<file path="config.mk">
export PLATFORM = sky130hd
export DESIGN_NAME = bounded_list_insert_delete
export DESIGN_NICKNAME = d
export VERILOG_FILES = /design/src/rtl/core/bli_pkg.sv /design/src/rtl/core/bounded_list_insert_delete.sv /design/src/rtl/core/bli_ram.sv
export SDC_FILE = /design/constraint.sdc
export NUM_CORES = 1
export LEC_CHECK = 0
export BUFFER_PORTS_ARGS = -buffer_cell sky130_fd_sc_hd__buf_2
export CORE_MARGIN = 10
export CORE_UTILIZATION = 67
export CTS_CLUSTER_DIAMETER = 150
export DETAILED_ROUTE_END_ITERATION = 6
export PLACE_DENSITY_LB_ADDON = 0.2
export SETUP_SLACK_MARGIN = 0.5
export SLEW_MARGIN = 10
export SYNTH_ARGS = -nofsm -noshare
export SYNTH_HDL_FRONTEND = slang
export SYNTH_SLANG_ARGS = --single-unit
</file>
<file path="constraint.sdc">
create_clock -name clk -period 8 [get_ports clk]
set_input_delay 0.4 -clock clk [delete_from_list [all_inputs] [get_ports clk]]
set_output_delay 0.4 -clock clk [all_outputs]
set_load 0.01 [all_outputs]
</file>
<file path="src/rtl/core/bli_pkg.sv">
// Package for the bounded list block: request and response word types
// and operation codes. No dependencies.
package bli_pkg;

	// Operation codes carried in the op field of a request word
	localparam logic [3:0] OP_INS_FRONT  = 4'd0;
	localparam logic [3:0] OP_INS_REAR   = 4'd1;
	localparam logic [3:0] OP_INS_AT     = 4'd2;
	localparam logic [3:0] OP_INS_SORTED = 4'd3;
	localparam logic [3:0] OP_DEL_FRONT  = 4'd4;
	localparam logic [3:0] OP_DEL_REAR   = 4'd5;
	localparam logic [3:0] OP_DEL_FIRST  = 4'd6;
	localparam logic [3:0] OP_DEL_ALL    = 4'd7;
	localparam logic [3:0] OP_READ       = 4'd8;

	// Word width of a list entry
	localparam int WORD_W = 32;

	typedef struct packed {
		logic [3:0]               op;
		logic signed [WORD_W-1:0] item;
		logic [4:0]               pos;
	} req_word_t;

	typedef struct packed {
		logic                     ok;
		logic [4:0]               removed;
		logic [4:0]               fill;
		logic signed [WORD_W-1:0] entry;
	} rsp_word_t;

endpackage

</file>
<file path="src/rtl/core/bounded_list_insert_delete.sv">
// Bounded packed list of signed 32-bit words with a fill count; the entries live in one
// bli_ram and a sequencer shifts them with one read and at most one write per cycle. One request
// word is worked at a time. An insert moves k entries up, where k is at most the fill count;
// delete front, first or all run a compaction scan over every entry; delete rear, failed
// operations and unknown codes go straight to the response, and a read waits on the RAM read.
// Each waits in S_FIN until the response slot is free. The shift and scan
// loops are bound by the single RAM read port, one entry per cycle. A new request is taken
// while the previous response word still waits in the output register. No clearing pass.
// Depends on bli_pkg and bli_ram.
module bounded_list_insert_delete #(
	parameter int DEPTH = 16
) (
	input  logic               clk,
	input  logic               arst_n,
	input  logic               req_valid,
	output logic               req_stall,
	input  bli_pkg::req_word_t req,
	output logic               rsp_valid,
	input  logic               rsp_stall,
	output bli_pkg::rsp_word_t rsp
);

	localparam int AW = $clog2(DEPTH);
	localparam int CW = $clog2(DEPTH + 1);
	localparam int XW = (CW > 5) ? CW : 5;

	typedef enum logic [4:0] {
		S_IDLE = 5'b00001,
		S_SHUP = 5'b00010,
		S_SCAN = 5'b00100,
		S_RDWT = 5'b01000,
		S_FIN  = 5'b10000
	} state_t;

	state_t                           state_q;
	logic [CW-1:0]                    fill_q;
	logic [CW-1:0]                    cur_q;
	logic [CW-1:0]                    wr_q;
	logic [CW-1:0]                    tgt_q;
	logic [CW-1:0]                    removed_q;
	logic [3:0]                       mode_q;
	logic signed [bli_pkg::WORD_W-1:0] item_q;
	logic signed [bli_pkg::WORD_W-1:0] entry_q;
	logic                             found_q;
	logic                             ok_q;
	logic                             rsp_valid_q;
	bli_pkg::rsp_word_t               rsp_q;

	logic                             ram_we;
	logic [AW-1:0]                    ram_waddr;
	logic [bli_pkg::WORD_W-1:0]       ram_wdata;
	logic [AW-1:0]                    ram_raddr;
	logic [bli_pkg::WORD_W-1:0]       ram_rdata;

	logic [XW-1:0]                    fill_x;
	logic [XW-1:0]                    pos_x;
	logic                             room;
	logic                             accept;
	logic [CW-1:0]                    ins_tgt;
	logic                             go_on;
	logic                             hit;
	logic                             last;
	logic                             rsp_free;

	bli_ram #(
		.WIDTH(bli_pkg::WORD_W),
		.DEPTH(DEPTH)
	) u_ram (
		.clk  (clk),
		.we   (ram_we),
		.waddr(ram_waddr),
		.wdata(ram_wdata),
		.raddr(ram_raddr),
		.rdata(ram_rdata)
	);

	assign fill_x    = XW'(fill_q);
	assign pos_x     = XW'(req.pos);
	assign room      = fill_q < CW'(DEPTH);
	assign req_stall = state_q != S_IDLE;
	assign accept    = req_valid && (state_q == S_IDLE);
	assign rsp_free  = !rsp_valid_q || !rsp_stall;
	assign rsp_valid = rsp_valid_q;
	assign rsp       = rsp_q;

	// Pick the gap position for a positional insert
	always_comb begin
		case (req.op)
			bli_pkg::OP_INS_FRONT: ins_tgt = '0;
			bli_pkg::OP_INS_AT:    ins_tgt = (pos_x < fill_x) ? pos_x[CW-1:0] : fill_q;
			default:               ins_tgt = fill_q;
		endcase
	end

	// Decide whether the shift goes on and whether the scanned word is dropped
	always_comb begin
		if (mode_q == bli_pkg::OP_INS_SORTED) begin
			go_on = (cur_q != '0) && ($signed(ram_rdata) > item_q);
		end else begin
			go_on = cur_q > tgt_q;
		end
		case (mode_q)
			bli_pkg::OP_DEL_FRONT: hit = cur_q == '0;
			bli_pkg::OP_DEL_FIRST: hit = (ram_rdata == item_q) && !found_q;
			default:               hit = ram_rdata == item_q;
		endcase
		last = (cur_q + CW'(1)) == fill_q;
	end

	// Drive the RAM ports: reads run one entry ahead of writes
	always_comb begin
		ram_we    = 1'b0;
		ram_waddr = '0;
		ram_wdata = ram_rdata;
		ram_raddr = '0;
		case (state_q)
			S_IDLE: begin
				if (req.op == bli_pkg::OP_READ) begin
					ram_raddr = pos_x[AW-1:0];
				end else if (req.op <= bli_pkg::OP_INS_SORTED) begin
					ram_raddr = AW'(fill_q - CW'(1));
				end
			end
			S_SHUP: begin
				ram_we    = 1'b1;
				ram_waddr = AW'(cur_q);
				ram_wdata = go_on ? ram_rdata : item_q;
				ram_raddr = AW'(cur_q - CW'(2));
			end
			S_SCAN: begin
				ram_we    = !hit;
				ram_waddr = AW'(wr_q);
				ram_raddr = AW'(cur_q + CW'(1));
			end
			default: begin
				ram_we = 1'b0;
			end
		endcase
	end

	// Sequence one request word through shift, scan or read
	always_ff @(posedge clk or negedge arst_n) begin
		if (!arst_n) begin
			state_q   <= S_IDLE;
			fill_q    <= '0;
			cur_q     <= '0;
			wr_q      <= '0;
			tgt_q     <= '0;
			removed_q <= '0;
			mode_q    <= '0;
			item_q    <= '0;
			entry_q   <= '0;
			found_q   <= 1'b0;
			ok_q      <= 1'b0;
		end else begin
			case (state_q)
				S_IDLE: begin
					if (accept) begin
						mode_q    <= req.op;
						item_q    <= req.item;
						removed_q <= '0;
						found_q   <= 1'b0;
						ok_q      <= 1'b0;
						entry_q   <= '0;
						cur_q     <= '0;
						wr_q      <= '0;
						state_q   <= S_FIN;
						case (req.op)
							bli_pkg::OP_INS_FRONT, bli_pkg::OP_INS_REAR,
							bli_pkg::OP_INS_AT, bli_pkg::OP_INS_SORTED: begin
								if (room) begin
									cur_q   <= fill_q;
									tgt_q   <= ins_tgt;
									state_q <= S_SHUP;
								end
							end
							bli_pkg::OP_DEL_REAR: begin
								if (fill_q != '0) begin
									fill_q    <= fill_q - CW'(1);
									removed_q <= CW'(1);
									ok_q      <= 1'b1;
								end
							end
							bli_pkg::OP_DEL_FRONT, bli_pkg::OP_DEL_FIRST,
							bli_pkg::OP_DEL_ALL: begin
								if (fill_q != '0) begin
									state_q <= S_SCAN;
								end
							end
							bli_pkg::OP_READ: begin
								if (pos_x < fill_x) begin
									state_q <= S_RDWT;
								end
							end
							default: begin
								state_q <= S_FIN;
							end
						endcase
					end
				end
				S_SHUP: begin
					if (go_on) begin
						cur_q <= cur_q - CW'(1);
					end else begin
						fill_q  <= fill_q + CW'(1);
						ok_q    <= 1'b1;
						state_q <= S_FIN;
					end
				end
				S_SCAN: begin
					if (hit) begin
						removed_q <= removed_q + CW'(1);
						found_q   <= 1'b1;
					end else begin
						wr_q <= wr_q + CW'(1);
					end
					cur_q <= cur_q + CW'(1);
					if (last) begin
						fill_q  <= wr_q + CW'(!hit);
						ok_q    <= (removed_q != '0) || hit;
						state_q <= S_FIN;
					end
				end
				S_RDWT: begin
					entry_q <= ram_rdata;
					ok_q    <= 1'b1;
					state_q <= S_FIN;
				end
				S_FIN: begin
					if (rsp_free) begin
						state_q <= S_IDLE;
					end
				end
				default: begin
					state_q <= S_IDLE;
				end
			endcase
		end
	end

	// Load the response word when the slot frees, drop it once taken
	always_ff @(posedge clk or negedge arst_n) begin
		if (!arst_n) begin
			rsp_valid_q <= 1'b0;
			rsp_q       <= '0;
		end else begin
			if (state_q == S_FIN && rsp_free) begin
				rsp_valid_q   <= 1'b1;
				rsp_q.ok      <= ok_q;
				rsp_q.removed <= 5'(removed_q);
				rsp_q.fill    <= 5'(fill_q);
				rsp_q.entry   <= entry_q;
			end else if (rsp_valid_q && !rsp_stall) begin
				rsp_valid_q <= 1'b0;
			end
		end
	end

endmodule

</file>
<file path="src/rtl/core/bli_ram.sv">
// Generic single-write, single-read synchronous RAM with registered read.
// No dependencies.
module bli_ram #(
	parameter int WIDTH = 32,
	parameter int DEPTH = 16
) (
	input  logic                     clk,
	input  logic                     we,
	input  logic [$clog2(DEPTH)-1:0] waddr,
	input  logic [WIDTH-1:0]         wdata,
	input  logic [$clog2(DEPTH)-1:0] raddr,
	output logic [WIDTH-1:0]         rdata
);

	logic [WIDTH-1:0] mem [DEPTH];

	// Write one entry, register the read data
	always_ff @(posedge clk) begin
		if (we) begin
			mem[waddr] <= wdata;
		end
		rdata <= mem[raddr];
	end

endmodule

</file>
# After elaboration in Yosys (flattened, before gate mapping)
# Memory sizes are Yosys's and may differ from the RTL's. A register that Yosys moved wholly into a read port is not among the register bits.
# Cells that the tools add are included.
[op_classes]
n_mux = 54
n_addsub = 8
n_lt_le_gt_ge = 5
n_reduce_logical = 32
eq_ne = 28
[op_table]
columns = ["op", "n"]
rows = [
  ["2-to-1 mux 5 bit", 21],
  ["2-to-1 mux 32 bit", 3],
  ["case mux 32 bit (2 select lines)", 1],
  ["case mux 5 bit (3 select lines)", 3],
  ["== test 32 bit", 1],
  ["greater-than comparator 32 bit", 1],
  ["case mux 5 bit (2 select lines)", 3],
  ["case mux 5 bit (5 select lines)", 1],
  ["== test 4 x 3 -> 1 bit, second input constant", 6],
  ["adder 5 x 1 -> 5 bit, second input constant", 4],
  ["nonzero test 5 bit", 3],
  ["2-to-1 mux 1 bit", 14],
  ["inequality test 2 bit, second input constant", 7],
  ["== test 4 x 2 -> 1 bit, second input constant", 3],
  ["case mux 4 bit (3 select lines)", 1],
  ["AND reduction 4 bit", 3],
  ["subtractor 5 x 1 -> 5 bit, second input constant", 2],
  ["AND reduction 3 bit", 3],
  ["2-to-1 mux 4 bit", 2],
  ["case mux 4 bit (2 select lines)", 1],
  ["case mux 1 bit (2 select lines)", 3],
  ["AND reduction 6 bit", 1],
  ["nonzero test 2 bit", 3],
  ["adder 5 x 1 -> 5 bit", 1],
  ["other kinds (26)", 36],
]
[totals]
word_cells = 144
reg_bits = 144
mem_bits_rw = 512
input_bits = 45
n_memories = 1
out_inout_bits = 45
[memory_table]
columns = ["name", "depth", "word_bits", "read_ports", "rd_clocked_by_memory_dff", "wr", "line", "text"]
rows = [
  ["u_ram.mem", 16, 32, 1, 1, 1, "bli_ram.sv:15", "logic [WIDTH-1:0] mem [DEPTH];"],
]

# Logic depth before layout (Yosys ltp)
[logic_depth]
depth_word = 7
ltp_mapped = 15
ltp_nobuf = 15

# Modules after synthesis
# Synthesis repeated with hierarchy kept, for this count alone.
[unflattened]
cells_unflattened = 1690
hier_area_um2 = 27674.0
[by_module_without_submodules]
columns = ["mod", "seq_area_each_um2", "n_inst", "cells_per_inst", "area_per_inst_um2"]
rows = [
  ["bli_ram", 16015.4, 1, 838, 19835.3],
  ["bounded_list_insert_delete", 3604.7, 1, 852, 7838.8],
]

# Worst setup path after synthesis
# No wires, ideal clock.
[synth_timing]
path_type = "register to register"
start = "register state_q[1]"
end = "memory u_ram.mem[6][0], enable pin"
synth_period_minus_slack_ps = 3716
setup_ps = 421
t_required_ps = 7579
stages_incl_launch_ff = 9
arrival_time_ps = 3295
slack_ps = 4284
path_buffers = 2
path_cell_list = "dfrtp_1 or3_1 nor3b_2 buf_2 buf_1 a22oi_1 a21oi_1 nand2_1 nor2_1"
[synth_between]
elab_chain_cells = 4
word_cells_on_any_way = 6
cone_classes = "eq/ne: 2; mux: 4"
[synth_lines]
columns = ["item", "line", "text"]
rows = [
  ["start: declaration", "bounded_list_insert_delete.sv:35", "state_t state_q;"],
  ["start signal: assignment", "bounded_list_insert_delete.sv:144", "state_q <= S_IDLE;"],
  ["start signal: assignment", "bounded_list_insert_delete.sv:167", "state_q <= S_FIN;"],
  ["start signal: assignment", "bounded_list_insert_delete.sv:174", "state_q <= S_SHUP;"],
  ["== test 5 x 3 -> 1 bit / == test 5 x 2 -> 1 bit (equally long branches)", "bounded_list_insert_delete.sv:116", "case (state_q)"],
  ["case mux 1 bit (2 select lines)", "bounded_list_insert_delete.sv:116", ""],
  ["2-to-1 mux 1 bit", "bli_ram.sv:19", "if (we) begin"],
  ["2-to-1 mux 1 bit (not written as such)", "bli_ram.sv:20", "mem[waddr] <= wdata;"],
  ["end: declaration", "bli_ram.sv:15", ""],
]
# Several ways; a longest one is shown, not always the timed one.

# Final worst setup path
[layout_timing]
start = "register state_q[1]"
end = "register u_ram.rdata[14] (read register of u_ram.mem)"
[layout_between]
elab_chain_cells = 2
word_cells_on_any_way = 4
cone_classes = "eq/ne: 3; mux: 1"
[layout_lines]
columns = ["item", "line", "text"]
rows = [
  ["== test 5 x 3 -> 1 bit, or another cell as far along", "bounded_list_insert_delete.sv:116", ""],
  ["case mux 4 bit (3 select lines) (*)", "bounded_list_insert_delete.sv:116", ""],
  ["end: declaration", "bli_ram.sv:12", "output logic [WIDTH-1:0] rdata"],
]
# Mark *: on every way between the ends. The rest lies on a longest branch, timed or not.
# A chain may end at the register's enable or synchronous reset.

==> reports/results.ini <==
[grt]
grt_start_max_net_pins=257
grt_pass1_vias=18800
grt-ovfl-total=0
track_usage_pct=27.3
grt_pass1_wl_um=111000
antenna_found_initial=0

[logic_synthesis]
yosysUniqueCellTypes=83
postSynthNetCount=2390
yosys_warnings=0
synth_cells=2291
ys_seq_elements=688
async_reset_ff_share_pct=20.9
synth_edf_count=512
syn_area_mm2=0.0290
seq_area_frac_synth_pct=67.7
synth.avg_cell_area_um2=12.7
ys.flop_type=edfxtp_1

[setup_path]
cp_num_buf_inv=2
cp-start-kind=flip-flop
r2r_cells=9
cp_num_cells=9
r2r_end=u_ram.rdata[14]$_DFF_P_
critPathKind=reg2reg
cp_slowest_stage_delay_ps=870
cp.required_ps=8430
crit_family=compound AO/OA/AOI/OAI gates
path_max_fanout=97
r2r_slack_ps=3530
regToRegStartpoint=state_q[1]$_DFFE_PN0P_
crit_chain=nor3_1 > nand3b_1 > o221ai_4 > buf_4 > buf_4 > a211oi_1 > a31oi_1 > a21oi_1 > a21oi_1
critPathSlowestCell=buf_4
critPathLaunch=state_q[1]$_DFFE_PN0P_
worstPathArrival_ps=4900
endpoint_kind=flip-flop

[route]
wl_per_cell_um=23.9
num_vias=19600
routed_wirelength_um=72200
dr.pass1.iters=6
drtAntennaViolNets=0
drc=0
viasPerCell=6.50
drtIter0Drc=2567

[run_status]
status=complete, no violations

[timing]
slew_viol_final=0
post-route-period-util_pct=55.9
finClkSkew_ps=23.4
fmax_mhz=224
fin_tns_setup_ps=0
finalHoldViolations=0
setup_viol=0
rsz0062_at_grt=no
period_needed_ps=4470
slew_headroom_pct=21.8
worst_slew_pin_slew_ps=1170
hold_ws_ps=17.9

[finish]
regArea_mm2=0.0196
area_delta_synth_final_pct=11.8
diodes=0
multi_input_area_mm2=0.00860
drive_gt1_share_pct=13.8
finish.instance_area_mm2=0.0324
final_net_count=2472
num-fill-cells=2559

[place]
numPortBuffers=89
hpwl_um=40100
post_dp_cell_area_mm2=0.0301
gp_congestion=0.862

[floorplanning]
row_count=76
pin_count=90
fp.coreArea_mm2=0.0429
start_util_pct=67.6
die-area_mm2=0.0520
die_w_um=228
fp.dieH_um=228

[worst_hold_path]
hold_end=item_q[12]$_DFFE_PN0P_
worst_hold_path_type=in2reg
hold_path_depth=3
hp-start=req[17]

[clock_tree]
tritoncts=yes
clkLatencyLatePin_ps=620
clock-sinks=688
clk_pin_slew_worst_paths_ps=60
clockBufferDepth=3
root_buffer=clkbuf_16
cts_buffers=68
cts.htree.levels=3

[flow_run]
max_cap_viol_count=0

[power]
powerDensity_mw_per_mm2=335
ir_worst_vdd_v=0.000188
leakagePower_nw=11.8

==> flip-flops by register name, indices dropped and copies added, names as in the netlist, 4 cells and up <==
name and count:
cur_q 5, entry_q 32, fill_q 5, item_q 32, mode_q 4, removed_q 5, rsp 43, state_q 5
tgt_q 5, u_ram.mem 512, u_ram.rdata 32, wr_q 5
==> where the power goes <==
group | total (W) | switching, W | internal [W]
sequential | 0.00474 | 0.000236 | 0.00451
clock | 0.00317 | 0.00134 | 0.00184
combinational | 0.00295 | 0.00200 | 0.000954
==> cell usage after synthesis (all sizes together) (3+ instances only) <==
master | number | area (µm²)
edfxtp | 512 | 15400
nand2 | 452 | 1700
a211oi | 165 | 1250
dfrtp | 143 | 3580
and2 | 130 | 813
o21ai | 129 | 646
a21oi | 101 | 505
clkbuf | 76 | 290
buf | 74 | 468
a31oi | 66 | 413
a311oi | 64 | 561
ha | 54 | 676
inv | 52 | 195
mux2 | 41 | 465
nor2 | 40 | 150
dfxtp | 32 | 641
nand3 | 20 | 105
nand4 | 12 | 81.3
o22ai | 10 | 62.6
a22oi | 9 | 67.6
xor2 | 9 | 78.8
nor3 | 8 | 40.0
a21o | 6 | 45.0
nor4 | 6 | 43.8
xnor2 | 6 | 52.6
nor3b | 5 | 58.8
a22o | 4 | 43.8
and3 | 4 | 30.0
nand3b | 4 | 30.0
o211ai | 4 | 35.0
o32ai | 4 | 35.0
a21boi | 3 | 22.5
a221o | 3 | 30.0
nand2b | 3 | 18.8
nor2b | 3 | 18.8
or2 | 3 | 18.8
or3 | 3 | 23.8
==> area by class of cell <==
| cell class | count | area share, % |
|---|---|---|
| flip-flops and latches | 688 | 60.6 |
| multi-input cells | 1400 | 26.5 |
| inverters | 53 | 0.614 |
| repair buffers | 162 | 3.21 |
| clock buffers | 92 | 5.85 |
| clock inverters | 34 | 0.965 |
| well taps | 585 | 2.26 |
==> worst min-delay path: cells and delay by family <==
family | cells | cell delay (ps)
AOI/OAI and AO/OA | 1 | 70
buffers and inverters | 1 | 70
and+or+nand+nor | 1 | 60
==> routing by layer <==
| layer | routed length, µm | vias up | track usage (%) |
|---|---|---|---|
| met1 | 28800 | 9700 | 37.5 |
| met2 | 34100 | 1039 | 42.7 |
| met3 | 7200 | 157 | 5.56 |
| li1 | - | 8699 | - |
| met4 | 2060 | 0 | 10.4 |
| met5 | 0 | - | 0 |
==> kinds of logic after synthesis <==
kind of cell / after synthesis / synth area share (%)
AOI/OAI and AO/OA: 591 / 13.6
xor gates and xnor gates: 15 / 0.453
and+or+nand+nor: 698 / 11.0
buffers and inverters: 203 / 3.30
DFF: 688 / 67.7
muxes: 42 / 1.64
adders and majority gates: 54 / 2.33
==> worst max-delay path by stage <==
stage / endpoint / slack (ps)
final: u_ram.rdata[14]$_DFF_P_ / 3530
after global routing: u_ram.mem[2][28]$_DFFE_PP_ / 3310
after CTS: u_ram.mem[10][28]$_DFFE_PP_ / 3550
after detailed placement: u_ram.mem[12][28]$_DFFE_PP_ / 3550
after global placement: u_ram.mem[12][28]$_DFFE_PP_ / 3650
after floorplan: u_ram.mem[6][0]$_DFFE_PP_ / 4280
==> repair_timing <==
action,CTS,global route
setup buffers,0,0
endpoints found under the hold margin,89,0
gates resized for setup,0,0
hold buffers,11,0
==> metrics by stage <==
step	cells	utilization, %	setup slack, ps	power (W)
finish	3014	75.5	3530	0.0109
global placement	2877	70.1	3650	0.00755
floorplan	2291	-	4280	0.00672
global route	3014	75.5	3310	0.0114
CTS	3014	75.5	3550	0.0108
detailed placement	2877	70.1	3550	0.00768
==> placed cells by master, fill, tap and decap left out, types with 11 or more instances in the layout <==
master and n:
nor2_1 23, nor2_4 17, a31oi_1 66, a211oi_1 164, clkinv_2 11, clkinv_1 12
clkbuf_1 17, dfrtp_1 143, and2_1 63, dlygate4sd3_1 11, ha_1 54, mux2_2 38
edfxtp_1 512, clkbuf_16 71, nand2_1 450, a21oi_1 100, and2_0 66, inv_1 51
buf_4 61, o21ai_0 122, nand4_1 11, buf_2 88, a311oi_1 64, dfxtp_1 32
nand3_1 18
(Power assumes the default switching activity.)
